<file path="src/design/ktlmc_pkg.sv">
`timescale 1ns / 1ps

package ktlmc_pkg;

  localparam int TABLE_ROWS = 16;
  localparam int ROW_W      = (TABLE_ROWS > 1) ? $clog2(TABLE_ROWS) : 1;
  localparam int IDX_W      = 4;
  localparam int ID_W       = 64;
  localparam int REV_W      = 64;
  localparam int KIND_W     = 2;
  localparam int VAR_W      = 16;
  localparam int STATUS_W   = 2;

  localparam logic OP_WRITE = 1'b0;
  localparam logic OP_QUERY = 1'b1;

  localparam logic [STATUS_W-1:0] ST_HIT      = 2'd0;
  localparam logic [STATUS_W-1:0] ST_REV_MISS = 2'd1;
  localparam logic [STATUS_W-1:0] ST_UNKNOWN  = 2'd2;

  typedef struct packed {
    logic [VAR_W-1:0]  variant;
    logic [KIND_W-1:0] kind;
    logic [REV_W-1:0]  revision;
    logic [ID_W-1:0]   identity;
  } row_t;

  typedef struct packed {
    logic             wr_en;
    logic             rd_en;
    logic [ROW_W-1:0] addr;
    row_t             wdata;
  } mem_req_t;

endpackage

</file>
<file path="src/design/ktlmc_row_mem.sv">
`timescale 1ns / 1ps

module ktlmc_row_mem
  import ktlmc_pkg::*;
(
  input  logic     clk,
  input  mem_req_t req,
  output row_t     rdata
);

  row_t mem [TABLE_ROWS];

  always_ff @(posedge clk) begin
    if (req.wr_en) begin
      mem[req.addr] <= req.wdata;
    end
    if (req.rd_en) begin
      rdata <= mem[req.addr];
    end
  end

endmodule

</file>
<file path="src/design/ktlmc_ctrl.sv">
`timescale 1ns / 1ps

module ktlmc_ctrl
  import ktlmc_pkg::*;
(
  input  logic                clk,
  input  logic                rst,
  input  logic                in_valid,
  output logic                in_ready,
  input  logic                in_opcode,
  input  logic [IDX_W-1:0]    in_row,
  input  logic                in_row_valid,
  input  row_t                in_key,
  output logic                res_valid,
  input  logic                res_ready,
  output logic [STATUS_W-1:0] res_status,
  output logic [IDX_W-1:0]    res_index,
  output mem_req_t            mem_req,
  input  row_t                mem_rdata
);

  typedef enum logic [1:0] {IDLE, SCAN, DONE} state_t;

  state_t           state;
  logic             entry_valid [TABLE_ROWS];
  row_t             key;
  logic [ROW_W-1:0] rd_ptr;
  logic             issued_all;
  logic             cmp_vld;
  logic [ROW_W-1:0] cmp_idx;
  logic             cmp_row_valid;
  logic             id_seen;
  logic             rev_seen;

  logic             accept;
  logic             row_ok;
  logic [ROW_W-1:0] wr_row;
  logic             start_scan;
  logic             id_m;
  logic             rev_m;
  logic             full_m;

  assign in_ready  = (state == IDLE);
  assign res_valid = (state == DONE);
  assign accept    = in_valid && in_ready;
  assign row_ok    = 32'(in_row) < TABLE_ROWS;
  assign wr_row    = ROW_W'({{ROW_W{1'b0}}, in_row});
  assign start_scan = accept && (in_opcode == OP_QUERY) && (in_key.identity != '0);

  always_comb begin
    mem_req.wr_en = accept && (in_opcode == OP_WRITE) && row_ok && in_row_valid;
    mem_req.rd_en = start_scan || ((state == SCAN) && !issued_all);
    mem_req.addr  = '0;
    if (accept && (in_opcode == OP_WRITE)) begin
      mem_req.addr = wr_row;
    end else if (state == SCAN) begin
      mem_req.addr = rd_ptr;
    end
    mem_req.wdata = in_key;
  end

  // compare the row that came back from memory against the held query
  assign id_m   = cmp_vld && cmp_row_valid && (mem_rdata.identity == key.identity);
  assign rev_m  = id_m && (mem_rdata.revision == key.revision);
  assign full_m = rev_m && (mem_rdata.kind == key.kind) && (mem_rdata.variant == key.variant);

  always_ff @(posedge clk) begin
    if (rst) begin
      for (int i = 0; i < TABLE_ROWS; i++) begin
        entry_valid[i] <= 1'b0;
      end
    end else if (accept && (in_opcode == OP_WRITE) && row_ok) begin
      entry_valid[wr_row] <= in_row_valid;
    end
  end

  always_ff @(posedge clk) begin
    if (rst) begin
      state      <= IDLE;
      cmp_vld    <= 1'b0;
      issued_all <= 1'b0;
      id_seen    <= 1'b0;
      rev_seen   <= 1'b0;
      rd_ptr     <= '0;
    end else begin
      cmp_vld <= mem_req.rd_en;
      if (mem_req.rd_en) begin
        cmp_idx       <= mem_req.addr;
        cmp_row_valid <= entry_valid[mem_req.addr];
      end
      unique case (state)
        IDLE: begin
          if (accept) begin
            key        <= in_key;
            id_seen    <= 1'b0;
            rev_seen   <= 1'b0;
            rd_ptr     <= ROW_W'(1);
            issued_all <= (TABLE_ROWS == 1);
            res_index  <= '0;
            if (in_opcode == OP_WRITE) begin
              res_status <= ST_HIT;
              state      <= DONE;
            end else if (!start_scan) begin
              res_status <= ST_UNKNOWN;
              state      <= DONE;
            end else begin
              state <= SCAN;
            end
          end
        end
        SCAN: begin
          if (!issued_all) begin
            rd_ptr <= rd_ptr + ROW_W'(1);
            if (32'(rd_ptr) == TABLE_ROWS - 1) begin
              issued_all <= 1'b1;
            end
          end
          if (cmp_vld) begin
            id_seen  <= id_seen || id_m;
            rev_seen <= rev_seen || rev_m;
            if (full_m) begin
              res_status <= ST_HIT;
              res_index  <= IDX_W'({{IDX_W{1'b0}}, cmp_idx});
              state      <= DONE;
            end else if (32'(cmp_idx) == TABLE_ROWS - 1) begin
              res_index <= '0;
              if (rev_seen || rev_m) begin
                res_status <= ST_UNKNOWN;
              end else if (id_seen || id_m) begin
                res_status <= ST_REV_MISS;
              end else begin
                res_status <= ST_UNKNOWN;
              end
              state <= DONE;
            end
          end
        end
        DONE: begin
          if (res_ready) begin
            state <= IDLE;
          end
        end
        default: state <= IDLE;
      endcase
    end
  end

endmodule

</file>
<file path="src/design/keyed_table_lookup_miss_class.sv">
`timescale 1ns / 1ps
// write or zero-identity query: result set on acceptance, then put in the output register
// query: rows are read one per cycle from the row memory, from row 0 up; the scan ends
// at the first full match (lowest row wins) or after the last row is compared
// one transaction in flight; the next is taken the cycle after the result is registered
// rst (synchronous) clears the row valid marks, the sequencer and the output valid

module keyed_table_lookup_miss_class
  import ktlmc_pkg::*;
(
  input  logic         clk,
  input  logic         rst,
  input  logic         s_tvalid,
  output logic         s_tready,
  // row_index[3:0], row_valid[4], identity[68:5], revision[132:69],
  // draw_kind[134:133], variant_code[150:135], zero[151]
  input  logic [151:0] s_tdata,
  // opcode[0]
  input  logic [0:0]   s_tuser,
  output logic         m_tvalid,
  input  logic         m_tready,
  // status[1:0], hit_index[5:2], zero[7:6]
  output logic [7:0]   m_tdata
);

  row_t                in_key;
  mem_req_t            mem_req;
  row_t                mem_rdata;
  logic                res_valid;
  logic                res_ready;
  logic [STATUS_W-1:0] res_status;
  logic [IDX_W-1:0]    res_index;

  assign in_key.identity = s_tdata[68:5];
  assign in_key.revision = s_tdata[132:69];
  assign in_key.kind     = s_tdata[134:133];
  assign in_key.variant  = s_tdata[150:135];

  assign res_ready = !m_tvalid || m_tready;

  ktlmc_ctrl u_ctrl (
    .clk          (clk),
    .rst          (rst),
    .in_valid     (s_tvalid),
    .in_ready     (s_tready),
    .in_opcode    (s_tuser[0]),
    .in_row       (s_tdata[3:0]),
    .in_row_valid (s_tdata[4]),
    .in_key       (in_key),
    .res_valid    (res_valid),
    .res_ready    (res_ready),
    .res_status   (res_status),
    .res_index    (res_index),
    .mem_req      (mem_req),
    .mem_rdata    (mem_rdata)
  );

  ktlmc_row_mem u_mem (
    .clk   (clk),
    .req   (mem_req),
    .rdata (mem_rdata)
  );

  always_ff @(posedge clk) begin
    if (rst) begin
      m_tvalid <= 1'b0;
    end else begin
      if (res_valid && res_ready) begin
        m_tvalid <= 1'b1;
        m_tdata  <= {2'b00, res_index, res_status};
      end else if (m_tready) begin
        m_tvalid <= 1'b0;
      end
    end
  end

  a_no_rw_collision: assert property (@(posedge clk) disable iff (rst)
    !(mem_req.wr_en && mem_req.rd_en))
    else $error("row memory read and written in the same cycle");

  a_query_blocks: assert property (@(posedge clk) disable iff (rst)
    (s_tvalid && s_tready && (s_tuser[0] == OP_QUERY) && (s_tdata[68:5] != '0))
    |=> !s_tready)
    else $error("new transaction accepted during a scan");

  a_miss_index_zero: assert property (@(posedge clk) disable iff (rst)
    (m_tvalid && (m_tdata[1:0] != ST_HIT)) |-> (m_tdata[5:2] == '0))
    else $error("miss carries a nonzero row index");

  a_result_loads_once: assert property (@(posedge clk) disable iff (rst)
    (res_valid && res_ready) |=> !res_valid)
    else $error("result offered twice");

endmodule

</file>
<file path="config.mk">
export PLATFORM = sky130hd
export DESIGN_NAME = keyed_table_lookup_miss_class
export DESIGN_NICKNAME = d
export VERILOG_FILES = /design/src/design/ktlmc_pkg.sv /design/src/design/ktlmc_row_mem.sv /design/src/design/ktlmc_ctrl.sv /design/src/design/keyed_table_lookup_miss_class.sv
export SDC_FILE = /design/constraint.sdc
export NUM_CORES = 2
export LEC_CHECK = 0
export BUFFER_PORTS_ARGS = -buffer_cell sky130_fd_sc_hd__buf_2
export CORE_UTILIZATION = 45
export CTS_CLUSTER_SIZE = 20
export DETAILED_ROUTE_END_ITERATION = 10
export GPL_TIMING_DRIVEN = 0
export PLACE_DENSITY = 0.68
export SYNTH_ARGS = -nofsm -noshare
export SYNTH_HDL_FRONTEND = slang
export SYNTH_HIERARCHICAL = 1
export SYNTH_SLANG_ARGS = --single-unit
</file>
<file path="constraint.sdc">
create_clock -name clk -period 20.1 [get_ports clk]
set_input_delay 4.02 -clock clk [delete_from_list [all_inputs] [get_ports clk]]
set_output_delay 4.02 -clock clk [all_outputs]
set_load 0.005 [all_outputs]
</file>
* Yosys cells after proc, flatten, opt, wreduce, memory -nomap -nowiden
Memory sizes are Yosys's and may differ from the RTL's. A register that Yosys moved wholly into a read port is not among the register bits.
Cells that the tools add are included.
** Cells by class
- Multipliers :: 0
- Shifts and indexed selects :: 0
- Divide/modulo/power cells :: 0
- Bitwise operators :: 2
- Muxes and demuxes :: 47
- $lt $le $gt $ge :: 0
- $add $sub $neg :: 1
- Reductions and logical operators :: 32
- Equal/unequal tests :: 14
** Operators with widths (count)
- $eq 64x64->1 :: 2
- $reduce_bool 64->1 :: 1
- $mux 4 :: 9
- $mux 2 :: 15
- $eq 16x16->1 :: 1
- $mux 1 :: 16
- $pmux 4 s2 :: 2
- $logic_and 1x1->1 :: 12
- $reduce_and 3->1 :: 3
- $eq 4x4->1 const B :: 2
- $pmux 1 s2 :: 3
- $pmux 2 s3 :: 1
- $reduce_and 2->1 :: 3
- $reduce_and 6->1 :: 1
- $reduce_and 5->1 :: 1
- $add 4x1->4 const B :: 1
- $logic_or 1x1->1 :: 4
- $ne 2x1->1 const B :: 2
- $ne 2x2->1 const B :: 2
- $pmux 2 s2 :: 1
- $reduce_and 4->1 :: 1
- $reduce_bool 2->1 :: 2
- $ne 3x2->1 const B :: 1
- $ne 3x3->1 const B :: 1
- 7 further kinds :: 9
** Word-level totals
- Memory bits (writable) :: 2352
- ROM bits :: 0
- Memories kept :: 2
- Latch bits :: 0
- Bits in registers :: 173
- Bits of input ports :: 157
** Memory list
- u_mem.mem :: depth 16, bits a word 146, rd ports 1, clocked after Yosys merged registers in 1, write ports 1, line ktlmc_row_mem.sv:11 : row_t mem [TABLE_ROWS];
- u_ctrl.entry_valid :: depth 16, bits a word 1, rd ports 1, clocked after Yosys merged registers in 1, write ports 16, line ktlmc_ctrl.sv:25 : logic entry_valid [TABLE_ROWS];

* Longest topological paths before layout
- Depth in word-level cells :: 9
- Depth in mapped cells :: 11

* Cells and area by module
Netlist, hierarchy kept.
** Modules (own cells, without submodules)
- ktlmc_row_mem :: area each 91547.8 um2, cells an instance 3727, instances 1
- ktlmc_ctrl :: area each 9173.8 um2, cells an instance 718, instances 1
- keyed_table_lookup_miss_class :: area each 254.0 um2, cells an instance 14, instances 1

* Least setup slack after synthesis
Ideal clock, no wire load.
- Path kind :: input to register
- Start :: input port s_tvalid
- End :: memory u_mem/mem[0][0] (netlist name), enable pin
- Path buffers :: 4
- Stages on the path :: 9
- Path slack :: 3933 ps
- Setup time :: 830 ps
- Arrival :: 15337 ps
- Path through :: or3b_1 > buf_2 > nor2_1 > a22oi_2 > inv_1 > buf_2 > buf_2 > buf_2 > nor3_1
** RTL lines
- start: declaration :: line keyed_table_lookup_miss_class.sv:13 : input logic s_tvalid,
- end: declaration :: line ktlmc_row_mem.sv:11

==> flow_metrics.py <==
metrics = {
    "run_status": {
        "status": "complete, no violations",
    },
    "setup_path": {
        "rrSetupSlack_ns": 14.18,
        "r2r_start": "u_ctrl/state[0]",
        "r2r_cells": 14,
        "timing.critical_path.from": "s_tvalid",
        "setup.worst_path.start_class": "primary input",
        "cp-end-kind": "register",
        "crit_type": "primary input to register",
        "critPathRequiredTime_ns": 20.67,
        "crit_path_end": "u_mem/mem[10][77]",
        "cp_max_fo": 22,
        "r2r_end": "u_mem/mem[10][77]",
        "crit_arrival_ns": 9.29,
    },
    "global_route": {
        "grt_overflow_total": 0,
        "track_usage_pct": 22.8,
        "grt_pass1_wl_mm": 363,
        "grt_pass1_vias": 50100,
        "antenna_found_initial": 36,
        "grt_max_degree": 29,
    },
    "synthesis": {
        "synthMostInstantiatedCell": "edfxtp_1",
        "synth_cells": 4459,
        "syn_area_per_cell_um2": 22.6,
        "synthAdderAreaFrac_pct": 0.0124,
        "synth_top_area_share_pct": 79.1,
        "yosysTopAreaCell": "edfxtp_1",
        "yosys.area_share.simple_pct": 1.61,
        "synth-edff-count": 2661,
        "synth_compound_area_share_pct": 2.56,
        "synth_flop_cell": "edfxtp_1",
        "synth-async-reset-ratio_pct": 0,
        "synth_area_leaders": "edfxtp_1 (79%), mux4_2 (13%), a22oi_1 (2.2%)",
        "yosys-mux-area-fraction_pct": 13.1,
        "yosysSeqAreaShare_pct": 79.4,
        "ys_types": 55,
        "mappedNetlistArea_um2": 101000,
        "synth_xor_area_share_pct": 1.15,
        "synthTopCellsByCount": "edfxtp_1 (2661), mux4_2 (585), a22oi_1 (295), buf_4 (206), nand2_1 (171)",
        "synth_top_family_by_area": "multiplexers",
        "ys_ff_latch": 2672,
        "synth_warnings": 6,
    },
    "sta": {
        "setup_violations": 0,
        "worstMarginPinSlew_ns": 1.42,
        "drv_slew": 0,
        "fmax_mhz": 115,
        "hold_viol_final": 0,
        "period_minus_slack_ns": 8.72,
        "rsz0062_at_grt": "false",
        "timing.hold.ws_ns": 0.421,
        "finalSetupTns_ns": 0,
        "max_slew_margin_pct": 5.07,
        "post-route-period-util_pct": 43.4,
        "finClkSkew_ns": 0.0285,
    },
    "detailed_routing": {
        "routed-via-count": 49600,
        "finalWirelength_mm": 256,
        "drc": 0,
        "wl_per_cell_um": 31.0,
        "drt_iter0_drc": 6408,
        "drtPass1Iterations": 5,
        "antenna_left": 0,
        "viasPerCell": 6.00,
    },
    "place": {
        "dpl.cell_count": 7788,
        "place.detailed.hpwl_mm": 164,
        "portBuffers": 162,
        "gp_congestion": 0.813,
    },
    "finish": {
        "drive_gt1_share_pct": 29.4,
        "area_growth_pct": 16.2,
        "nets": 5247,
        "regArea_um2": 80100,
        "instances_no_fill": 8266,
        "fillers": 16900,
        "multi_input_area_um2": 18800,
    },
    "floorplan": {
        "die-area_um2": 226000,
        "core_area_um2": 223000,
        "die_x_um": 476,
        "boundaryPins": 167,
        "floorplan.rows": 173,
        "fp.dieH_um": 476,
        "start_util_pct": 45.4,
    },
    "clock_tree": {
        "clk_latency_ns": 0.91,
        "hold_buffers": 0,
        "cts_setup_buffers": 0,
        "cts_tree": "built",
        "cts_sinks": 2672,
        "clk_pin_slew_worst_paths_ns": 0.06,
        "cts.root.buffer_cell": "clkbuf_16",
        "cts_buffers": 274,
        "cts.repair.resized": 0,
        "clock_path_buffers": 4,
        "ctsHtreeMaxLevel": 5,
    },
    "power_and_ir_drop": {
        "powerDensity_nw_per_um2": 99.6,
        "power_leakage_uw": 0.0368,
        "ir_worst_vdd_v": 0.000105,
    },
    "job": {
        "maxCapViolCount": 0,
    },
    "hold_path": {
        "hold_path.class": "register to register",
    },
}
where the power goes:
| part | total (µW) | internal, µW | switching [µW] |
|---|---|---|---|
| logic | 599 | 227 | 372 |
| registers | 6230 | 6200 | 23.5 |
| clock network | 4870 | 2850 | 2020 |
| total | 11700 | 9280 | 2410 |
final cells by class:
cell class	count	share of cell area [%]
timing repair buffer	353	3.40
clock inverter	139	1.09
tap	2975	3.17
buffer	351	1.82
clock buffer	321	6.12
inverter	19	0.0608
antenna	18	0.0384
sequential	2672	68.3
multi-input combinational	1418	16.0
metrics by stage:
step / setup WS [ns] / cell area [µm²] / utilization, % / power, µW
after CTS: 11.53 / 117000 / 52.7 / 11800
after global routing: 11.34 / 117000 / 52.7 / 12000
after detailed placement: 10.66 / 109000 / 48.9 / 6940
final: 11.38 / 117000 / 52.7 / 11700
after floorplan: 3.93 / 101000 / - / 6710
after global placement: -10.78 / 106000 / 47.4 / 6960
registers in the layout, summed over array words and instances, names as in the netlist, 2 cells and up:
signal              flops
u_mem/mem            2336
u_ctrl/key            146
u_mem/rdata           146
u_ctrl/entry_valid     16
m_tdata                 6
u_ctrl/cmp_idx          4
u_ctrl/rd_ptr           4
u_ctrl/res_index        4
u_ctrl/res_status       2
u_ctrl/state            2
worst max-delay path: stages:
cell	delay (ns)
buf_2	0.09
or3b_1	0.35
buf_2	0.20
nor2_1	0.35
a22oi_1	0.35
inv_1	0.21
buf_2	0.17
buf_2	0.59
buf_1	0.61
nand2b_1	0.43
nor2_4	0.82
buf_12	0.30
buf_12	0.22
buf_12	0.23
buf_12	0.23
layer usage:
layer / global-route usage [%] / part of all wire (%)
met5: 0 / 0.055
met4: 7.96 / 3.3
met2: 37.3 / 49
met1: 30.8 / 38
met3: 4.29 / 9.3
logic make-up after synthesis:
kind of cell | count (synthesis)
xor gates and xnor gates | 133
and+or+nand+nor | 345
buffers and inverters | 370
DFF | 2672
other | 1
AOI/OAI and AO/OA | 344
muxes | 593
adders and majority gates | 1
layout by cell type, fill, tap and decap left out, drive strengths merged, types with 14 or more instances in the layout:
cell and count:
a22oi 296, buf 624, bufinv 24, clkbuf 401
clkinv 103, diode 18, edfxtp 2661, inv 24
mux4 585, nand2 171, nand4 22, nor2 44
nor2b 14, nor3 14, nor4 44, xnor2 31
xor2 102
worst min-delay path by stage:
stage                              start    endpoint  slack, ns  depth (start not counted)
floorplan           u_ctrl/res_status[0]  m_tdata[0]       0.40                          0
finish               u_ctrl/res_index[3]  m_tdata[5]       0.42                          0
global placement     u_ctrl/res_index[3]  m_tdata[5]       0.41                          0
detailed placement   u_ctrl/res_index[3]  m_tdata[5]       0.41                          0
CTS                  u_ctrl/res_index[3]  m_tdata[5]       0.42                          0
global route         u_ctrl/res_index[0]  m_tdata[2]       0.43                          0
No activity file was read; power rests on OpenSTA's default activity.
